[config.mk]
export PLATFORM = sky130hd
export DESIGN_NAME = packet_classify_round_robin_steer_unit
export DESIGN_NICKNAME = d
export VERILOG_FILES = /design/src/design/pcrrs_pkg.sv /design/src/design/packet_classify_round_robin_steer_unit.sv
export SDC_FILE = /design/constraint.sdc
export NUM_CORES = 1
export LEC_CHECK = 0
export BUFFER_PORTS_ARGS = -buffer_cell sky130_fd_sc_hd__clkbuf_2
export CORE_ASPECT_RATIO = 1.25
export CORE_MARGIN = 2
export CORE_UTILIZATION = 54
export CTS_BUF_LIST = sky130_fd_sc_hd__clkbuf_4 sky130_fd_sc_hd__clkbuf_8
export DETAILED_ROUTE_END_ITERATION = 8
export PLACE_DENSITY = 0.8
export SLEW_MARGIN = 5
export SYNTH_ARGS = -nofsm -noshare
export SYNTH_HDL_FRONTEND = slang
export SYNTH_SLANG_ARGS = --single-unit
[constraint.sdc]
create_clock -name clk -period 5.1 [get_ports clk]
set_input_delay 0.255 -clock clk [delete_from_list [all_inputs] [get_ports clk]]
set_output_delay 0.255 -clock clk [all_outputs]
set_load 0.02 [all_outputs]
[src/design/pcrrs_pkg.sv]
// Package: verdict codes, header offsets and protocol constants for the frame classifier.
`default_nettype none
package pcrrs_pkg;

	typedef enum logic [1:0] {
		VERDICT_DROP     = 2'd0,
		VERDICT_PASS     = 2'd1,
		VERDICT_REDIRECT = 2'd2
	} verdict_t;

	localparam logic [15:0] ETHERTYPE_IPV4 = 16'h0800;
	localparam logic [15:0] ETHERTYPE_IPV6 = 16'h86DD;
	localparam logic [7:0]  PROTO_TCP      = 8'd6;
	localparam logic [7:0]  PROTO_UDP      = 8'd17;

	// byte offsets within the frame
	localparam logic [15:0] POS_ETYPE_HI   = 16'd12;
	localparam logic [15:0] POS_ETYPE_LO   = 16'd13;
	localparam logic [15:0] POS_VER_IHL    = 16'd14;
	localparam logic [15:0] POS_TOTLEN_HI  = 16'd16;
	localparam logic [15:0] POS_TOTLEN_LO  = 16'd17;
	localparam logic [15:0] POS_V6_NEXTHDR = 16'd20;
	localparam logic [15:0] POS_V4_PROTO   = 16'd23;

	// minimum frame lengths
	localparam logic [15:0] LEN_ETH_HDR    = 16'd14;
	localparam logic [15:0] LEN_IPV4_MIN   = 16'd34;
	localparam logic [15:0] LEN_IPV6_MIN   = 16'd54;
	localparam logic [15:0] POS_SATURATED  = 16'hFFFF;

	localparam logic [3:0]  IP_VERSION_4   = 4'd4;
	localparam int          MAX_SOCKETS    = 64;
	localparam int          QIDX_W         = 6;
	localparam int          SCNT_W         = 7;

endpackage
`default_nettype wire

[src/design/packet_classify_round_robin_steer_unit.sv]
// Top level: Ethernet/IP frame classifier with round-robin socket steering.
//
//  channel   dir   handshake                fields (lsb first)
//  s_*       in    s_tvalid/s_tready        tdata: data_byte[7:0]; tlast: last_byte
//  m_*       out   m_tvalid/m_tready        tdata: verdict[1:0], queue_index[7:2]
//  cfg_*     in    cfg_wr_en                cfg_wr_data: socket_count[6:0]
//
// One byte is taken every cycle while s_tready is high. Each byte is held in the
// input register, where field capture and classification run; the verdict of the
// last byte lands in the output register.
// Reset clears all frame state, the socket index and sets socket_count to 1.
// While a verdict waits on m_tready, a further last byte is held in the input
// register; ordinary bytes keep flowing.
`default_nettype none
module packet_classify_round_robin_steer_unit (
	input  wire logic       clk,
	input  wire logic       arst_n,
	input  wire logic       s_tvalid,
	output logic            s_tready,
	input  wire logic [7:0] s_tdata,   // [7:0] data_byte
	input  wire logic       s_tlast,   // last_byte
	output logic            m_tvalid,
	input  wire logic       m_tready,
	output logic [7:0]      m_tdata,   // [1:0] verdict, [7:2] queue_index
	input  wire logic       cfg_wr_en,
	input  wire logic [6:0] cfg_wr_data // socket_count
);

	localparam int QW = pcrrs_pkg::QIDX_W;

	// configuration
	logic [pcrrs_pkg::SCNT_W-1:0] socket_count_q;

	// input register
	logic       valid_s1;
	logic [7:0] byte_s1;
	logic       last_s1;

	// per-frame state
	logic [15:0] pos_q;
	logic [15:0] ether_type_q;
	logic [3:0]  ip_version_q;
	logic [5:0]  ihl_bytes_q;
	logic [15:0] total_len_q;
	logic [7:0]  proto_q;
	logic [QW-1:0] rr_q;

	// output register
	logic                  out_valid_q;
	pcrrs_pkg::verdict_t   out_verdict_q;
	logic [QW-1:0]         out_qidx_q;

	logic s1_go;
	logic s1_fire;
	logic s1_done;

	// next-state values with this byte captured
	logic [15:0] et_n;
	logic [3:0]  ver_n;
	logic [5:0]  ihl_n;
	logic [15:0] tlen_n;
	logic [7:0]  proto_n;
	logic [15:0] len;
	logic [15:0] l3;
	pcrrs_pkg::verdict_t verdict;
	logic [QW-1:0] mask;
	logic [QW-1:0] rr_inc;
	logic [QW-1:0] rr_next;

	// handshake: a last byte needs a free output slot
	assign s1_go    = !last_s1 || !out_valid_q || m_tready;
	assign s1_fire  = valid_s1 && s1_go;
	assign s1_done  = s1_fire && last_s1;
	assign s_tready = !valid_s1 || s1_go;

	// field capture
	always_comb begin
		et_n    = ether_type_q;
		ver_n   = ip_version_q;
		ihl_n   = ihl_bytes_q;
		tlen_n  = total_len_q;
		proto_n = proto_q;
		if (pos_q == pcrrs_pkg::POS_ETYPE_HI) begin
			et_n[15:8] = byte_s1;
		end
		if (pos_q == pcrrs_pkg::POS_ETYPE_LO) begin
			et_n[7:0] = byte_s1;
		end
		if (pos_q == pcrrs_pkg::POS_VER_IHL) begin
			ver_n = byte_s1[7:4];
			ihl_n = {byte_s1[3:0], 2'b00};
		end
		if (pos_q == pcrrs_pkg::POS_TOTLEN_HI) begin
			tlen_n[15:8] = byte_s1;
		end
		if (pos_q == pcrrs_pkg::POS_TOTLEN_LO) begin
			tlen_n[7:0] = byte_s1;
		end
		if (pos_q == pcrrs_pkg::POS_V4_PROTO && et_n == pcrrs_pkg::ETHERTYPE_IPV4) begin
			proto_n = byte_s1;
		end
		if (pos_q == pcrrs_pkg::POS_V6_NEXTHDR && et_n == pcrrs_pkg::ETHERTYPE_IPV6) begin
			proto_n = byte_s1;
		end
	end

	// frame length, held once the count saturates
	assign len = (pos_q == pcrrs_pkg::POS_SATURATED) ? pcrrs_pkg::POS_SATURATED
	                                                 : pos_q + 16'd1;
	assign l3  = len - pcrrs_pkg::LEN_ETH_HDR;

	// classification
	always_comb begin
		verdict = pcrrs_pkg::VERDICT_REDIRECT;
		if (len < pcrrs_pkg::LEN_ETH_HDR) begin
			verdict = pcrrs_pkg::VERDICT_DROP;
		end else if (et_n == pcrrs_pkg::ETHERTYPE_IPV4) begin
			if (len < pcrrs_pkg::LEN_IPV4_MIN || ver_n != pcrrs_pkg::IP_VERSION_4 ||
			    l3 != tlen_n || l3 < {10'd0, ihl_n}) begin
				verdict = pcrrs_pkg::VERDICT_DROP;
			end else if (proto_n != pcrrs_pkg::PROTO_TCP && proto_n != pcrrs_pkg::PROTO_UDP) begin
				verdict = pcrrs_pkg::VERDICT_PASS;
			end
		end else if (et_n == pcrrs_pkg::ETHERTYPE_IPV6) begin
			if (len < pcrrs_pkg::LEN_IPV6_MIN) begin
				verdict = pcrrs_pkg::VERDICT_DROP;
			end else if (proto_n != pcrrs_pkg::PROTO_TCP && proto_n != pcrrs_pkg::PROTO_UDP) begin
				verdict = pcrrs_pkg::VERDICT_PASS;
			end
		end else begin
			verdict = pcrrs_pkg::VERDICT_PASS;
		end
	end

	// round-robin step, socket_count - 1 used as a raw mask
	assign mask   = QW'(socket_count_q - 7'd1);
	assign rr_inc = (rr_q + QW'(1)) & mask;
	assign rr_next = ({5'd0, rr_inc} >= 11'(pcrrs_pkg::MAX_SOCKETS)) ? '0 : rr_inc;

	// configuration register
	always_ff @(posedge clk or negedge arst_n) begin
		if (!arst_n) begin
			socket_count_q <= 7'd1;
		end else if (cfg_wr_en) begin
			socket_count_q <= cfg_wr_data;
		end
	end

	// input register
	always_ff @(posedge clk or negedge arst_n) begin
		if (!arst_n) begin
			valid_s1 <= 1'b0;
		end else if (s_tready) begin
			valid_s1 <= s_tvalid;
		end
	end

	always_ff @(posedge clk) begin
		if (s_tready && s_tvalid) begin
			byte_s1 <= s_tdata;
			last_s1 <= s_tlast;
		end
	end

	// frame state: cleared after each last byte
	always_ff @(posedge clk or negedge arst_n) begin
		if (!arst_n) begin
			pos_q        <= '0;
			ether_type_q <= '0;
			ip_version_q <= '0;
			ihl_bytes_q  <= '0;
			total_len_q  <= '0;
			proto_q      <= '0;
		end else if (s1_done) begin
			pos_q        <= '0;
			ether_type_q <= '0;
			ip_version_q <= '0;
			ihl_bytes_q  <= '0;
			total_len_q  <= '0;
			proto_q      <= '0;
		end else if (s1_fire) begin
			if (pos_q != pcrrs_pkg::POS_SATURATED) begin
				pos_q <= pos_q + 16'd1;
			end
			ether_type_q <= et_n;
			ip_version_q <= ver_n;
			ihl_bytes_q  <= ihl_n;
			total_len_q  <= tlen_n;
			proto_q      <= proto_n;
		end
	end

	// socket index, kept across frames
	always_ff @(posedge clk or negedge arst_n) begin
		if (!arst_n) begin
			rr_q <= '0;
		end else if (s1_done && verdict == pcrrs_pkg::VERDICT_REDIRECT) begin
			rr_q <= rr_next;
		end
	end

	// output register
	always_ff @(posedge clk or negedge arst_n) begin
		if (!arst_n) begin
			out_valid_q <= 1'b0;
		end else if (s1_done) begin
			out_valid_q <= 1'b1;
		end else if (m_tready) begin
			out_valid_q <= 1'b0;
		end
	end

	always_ff @(posedge clk) begin
		if (s1_done) begin
			out_verdict_q <= verdict;
			out_qidx_q    <= (verdict == pcrrs_pkg::VERDICT_REDIRECT) ? rr_next : '0;
		end
	end

	assign m_tvalid = out_valid_q;
	assign m_tdata  = {out_qidx_q, out_verdict_q};

	// checks
	a_no_bad_verdict: assert property (@(posedge clk) disable iff (!arst_n)
		m_tvalid |-> (m_tdata[1:0] != 2'b11))
		else $error("illegal verdict code");

	a_idx_zero_unless_redirect: assert property (@(posedge clk) disable iff (!arst_n)
		(m_tvalid && m_tdata[1:0] != pcrrs_pkg::VERDICT_REDIRECT) |-> (m_tdata[7:2] == '0))
		else $error("queue index set without redirect");

	a_pos_clears: assert property (@(posedge clk) disable iff (!arst_n)
		s1_done |=> (pos_q == '0 && ether_type_q == '0))
		else $error("frame state not cleared after last byte");

	a_rr_only_on_redirect: assert property (@(posedge clk) disable iff (!arst_n)
		!(s1_done && verdict == pcrrs_pkg::VERDICT_REDIRECT) |=> $stable(rr_q))
		else $error("socket index moved without redirect");

endmodule
`default_nettype wire
==> reports/results.env <==
RUN_STATUS='complete, no violations'
VIAS_PER_CELL=6.42
MAXIMUM_NUMBER_OF_PINS_ON_ONE_NET_BEFORE_GLOBAL_ROUTE_REPAIR=81
INTERNAL_POWER_mW=1.13
PWR-SHARE-COMB=0.139
CELL_REPEATED_MOST_ALONG_THE_WORST_PATH='ha_1'
PERIOD_SHARE=0.918
MAXCAPVIOLATIONS=0
EDFF_COUNT_SYNTH=17
CP_CELL_INSTANCES='ha_1, nand3_1, nor4_2, buf_4, a21oi_1, inv_1, ha_1, inv_1, o221a_4, nor3_1, nor2_1, ha_1, nand2_1, nor4_1, nor4_2, o2111ai_1, o211a_1, a32oi_1, buf_4, nor4_4, mux2_1'
RATIO_OF_CELLS_WITH_DRIVE_ABOVE_1_IN_THE_FINAL_LAYOUT=0.131
PLACED_AREA_UM2=6350
SEQ_POWER_SHARE=0.526
WORST_SETUP_HOLD_PATH_CLK_SLEW_NS=0.10
SYNTH.YOSYS.WARNINGS=0
REPORT.FINAL.SLEW_VIOL_COUNT=0
WORST_HOLD_PATH_TYPE='in -> async'
INITIAL_CORE_UTILIZATION=0.552
WORSTPATHBUFFERINVERTERCOUNT=4
TIMING.REG2REG.SETUP_SLACK_NS=0.42
COUNT_OF_PORT_BUFFERS_ADDED_DURING_PLACEMENT=29
FINALSETUPTNS_NS=0
WORST-SETUP-PATH-TYPE='reg -> reg'
COMMONEST_CELLS_AFTER_ROUTING_FILL_AND_TAPS_ASIDE='nand2_1, o21ai_0, dfrtp_1'
POST-ROUTE-MIN-PERIOD_NS=4.68
FIRST_PASS_GRT_WIRE_LENGTH_MM=25.7
DETAIL_ROUTE.FIRST_PASS.ITERATIONS=5
SLOWEST_DELAY_NS=0.51
CTS-BUFFERS-INSERTED=9
FLOW.AREA_GROWTH_FROM_SYNTHESIS_PCT=7.66
ANT_NETS=0
CLK_SINKS=97
GRT_SETUP_UNREPAIRED='false'
AVGROUTEDWIREPERCELL_UM=18.8
POST_SYNTH_NUM_CELL_TYPES=72
DRT-INITIAL-DRC-COUNT=517
DESIGN.DIE.AREA_UM2=12200
REQUIRED_NS=5.35
PLACE.DETAILED.HPWL_MM=11.3
GRT_PASS1_VIAS=5247
MOST_COMMON_FLOP_CELL_MAPPED_BY_YOSYS='dfrtp_1'
SYNTHESIS.NETS=708
DIODES=0
SLOWEST_STAGE='dfrtp_1'
TIMING.FMAX_MHz=214
TOP_FANOUT_VALUE_ON_THE_CRITICAL_PATH=10
CRIT_PATH_END_KIND='flip-flop'
MOSTFREQUENTLAYOUTCELL='nand2_1'
IR_DROP_mV=0.176
DIE_WIDTH_UM=99.0
GLOBAL_ROUTE.OVERFLOW_TOTAL=0
PLACED_CELLS=819
FINAL_WORST_CLOCK_SKEW_NS=0.00917
POSTSYNTHAREAPERCELL_UM2=9.03
DIE_HEIGHT_UM=123
NUMBER_OF_ANTENNA_VIOLATIONS_AT_THE_FIRST_CHECK_IN_GLOBAL_ROUTING=0
UTILIZATION=0.595
P_LEAK_nW=2.76
TIMING.CRITICAL_PATH.FROM_TYPE='flip-flop'
FINAL.FILL_COUNT=930
PIN_COUNT=31
WL_MM=15.7
TIMING.CRITICAL_PATH.ARRIVAL_NS=4.94
POSTSYNTH.ASYNCRESETSHARE=0.825
POST-ROUTE-DRC-COUNT=0
TIMING_HOLD_VIOLATIONS_FINAL=0
POWER_DENS_CELLS_nW_PER_UM2=241
PLACE_WS_NS=0.356
R2R.WORST_PATH.CELLS=21
CLOCK_POWER_SHARE=0.335
DESIGN.CORE.AREA_UM2=11000
CTS_TREE='done'
REPORT.FINAL.SETUP_VIOL=0
GP_CONGESTION=0.989
ROW_COUNT=43
GR-USAGE-ALL-LAYERS=0.266
INSTANCES_NO_FILL=835
NORMALIZED_MAX_SLEW_MARGIN=0.327
TOTAL_SWITCHING_POWER_mW=0.450
POSTLAYOUTSETUPSLACKWORST_NS=0.416
WORSTSKEWPAIRLATENCY_NS=0.37
SWITCHING_SHARE=0.285
SYNTHESIS.AREA_UM2=6090
SYNTH_SEQUENTIAL_AREA_RATIO=0.413
ROUTED-VIA-COUNT=5357
CTS-HOLD-FIX-BUFFERS=0
TIMING.CRITICAL_PATH.MAX_DELAY_FAMILY='simple AND/OR/NAND/NOR gates'
SYNTH_SEQ_CELLS=97
TIGHTEST_SLEW_NS=1.01
STDCELL_AREA_UM2=6560
FINAL_NETS=728
CTS-ROOT-TO-SINK-BUFFERS=2
CRIT-REG2REG-CAPTURE='rr_q[5]$_DFFE_PN0P_'
STARTPOINT_OF_THE_WORST_SETUP_TIMING_PATH='pos_q[0]$_DFFE_PN0P_'
CRITICAL_PATH.REG2REG.STARTPOINT='pos_q[0]$_DFFE_PN0P_'
H-TREE-DEPTH=3
SYN_INST=675
CLOCK-ROOT-BUFFER='clkbuf_8'
-- power groups by stage --
stage | registers [mW] | clock network, mW | logic [mW]
floorplan | 0.837 | 0 | 0.149
global placement | 0.846 | 0 | 0.207
detailed placement | 0.847 | 0 | 0.216
CTS | 0.831 | 0.540 | 0.219
global route | 0.835 | 0.570 | 0.245
finish | 0.831 | 0.529 | 0.220
-- flip-flops by register name (all words and copies together), names as in the netlist --
| name | count |
|---|---|
| byte_s1 | 8 |
| ether_type_q | 16 |
| ihl_bytes_q | 6 |
| ip_version_q | 4 |
| last_s1 | 1 |
| m_tvalid | 1 |
| out_qidx_q | 6 |
| out_verdict_q | 2 |
| pos_q | 16 |
| proto_q | 8 |
| rr_q | 6 |
| socket_count_q | 6 |
| total_len_q | 16 |
| valid_s1 | 1 |
-- worst register-to-register path, stage by stage, from the launching register on --
cell and delay [ns]:
dfrtp_1 0.51, ha_1 0.23, nand3_1 0.13, nor4_2 0.23
buf_4 0.18, a21oi_1 0.14, inv_1 0.11, ha_1 0.20
inv_1 0.07, o221a_4 0.31, nor3_1 0.27, nor2_1 0.08
ha_1 0.32, nand2_1 0.09, nor4_1 0.07, nor4_2 0.45
o2111ai_1 0.18, o211a_1 0.27, a32oi_1 0.20, buf_4 0.17
nor4_4 0.04, mux2_1 0.33
-- synth_stat cells (3+ instances only) --
cell / count / share of area
nand2_1: 104 / 0.064
o21ai_0: 92 / 0.076
dfrtp_1: 79 / 0.32
nor2_1: 38 / 0.023
xnor2_1: 27 / 0.039
mux2i_1: 24 / 0.039
xor2_1: 18 / 0.026
clkbuf_1: 17 / 0.010
edfxtp_1: 17 / 0.084
nand2b_1: 16 / 0.016
nor3_1: 16 / 0.013
inv_1: 15 / 0.0092
nand3_1: 15 / 0.012
nor4_1: 14 / 0.014
a21oi_1: 13 / 0.011
ha_1: 12 / 0.025
nand4_1: 12 / 0.012
a31oi_1: 9 / 0.0092
o21ai_1: 9 / 0.0074
buf_2: 8 / 0.0066
and2_1: 7 / 0.0072
mux2_2: 6 / 0.011
nor3_2: 6 / 0.0099
a211oi_1: 5 / 0.0062
nor2b_1: 5 / 0.0051
nor3b_1: 5 / 0.0062
nor4_2: 5 / 0.010
and3_1: 4 / 0.0041
and4_1: 4 / 0.0057
and4b_1: 4 / 0.0066
nor4b_1: 4 / 0.0057
o211ai_1: 4 / 0.0049
or3_1: 4 / 0.0041
buf_4: 3 / 0.0037
mux2_1: 3 / 0.0055
o2111ai_1: 3 / 0.0043
o31ai_1: 3 / 0.0037
or2_2: 3 / 0.0031
or4_1: 3 / 0.0037
-- through the flow --
step / power (mW) / hold slack, ns
global placement: 1.05 / 0.434
detailed placement: 1.06 / 0.434
CTS: 1.59 / 0.0383
finish: 1.58 / 0.0461
floorplan: 0.987 / -0.0406
global route: 1.65 / 0.0289
-- worst max-delay path by stage --
stage / endpoint / slack [ns] / cells after the start
floorplan: out_qidx_q[2]$_SDFFCE_PP0P_ / 0.49 / 21
global placement: out_qidx_q[2]$_SDFFCE_PP0P_ / 0.44 / 20
detailed placement: out_qidx_q[1]$_SDFFCE_PP0P_ / 0.36 / 20
CTS: out_qidx_q[2]$_SDFFCE_PP0P_ / 0.25 / 20
global route: out_qidx_q[1]$_SDFFCE_PP0P_ / 0.04 / 20
finish: rr_q[5]$_DFFE_PN0P_ / 0.42 / 21
-- routing by layer --
layer  global-route usage  wire length (µm)  share of wire  vias up
met2                0.421              7480           0.48      234
met4                0.167               758          0.048        0
met5                    0                 0              0        -
met3               0.0456              1090          0.070       65
li1                     -                 -              -     2476
met1                0.340              6330           0.40     2582
-- cells by family (layout without fill, tap and decap cells) --
group | count (synthesis) | in the layout | share of synthesized area
flops | 97 | 97 | 0.413
compound gates | 156 | 156 | 0.152
mux | 33 | 33 | 0.0561
simple gates | 285 | 285 | 0.256
buf+inv | 47 | 72 | 0.0337
fa+ha+maj | 12 | 12 | 0.0246
xor+xnor | 45 | 45 | 0.0647
-- repair_timing --
action	4_1_cts	5_1_grt
gates resized for setup	0	2
setup endpoints to repair	0	13
setup buffers	0	0
-- area by class of cell --
cell class	instances	area, µm²	area share
inverters	16	60.1	0.00916
clock inverters	5	58.8	0.00896
well taps	135	169	0.0257
flip-flops and latches	97	2510	0.383
multi-input cells	531	3380	0.516
clock buffers	11	145	0.0221
repair buffers	40	230	0.0351
Power figures use the tool's default switching activity.
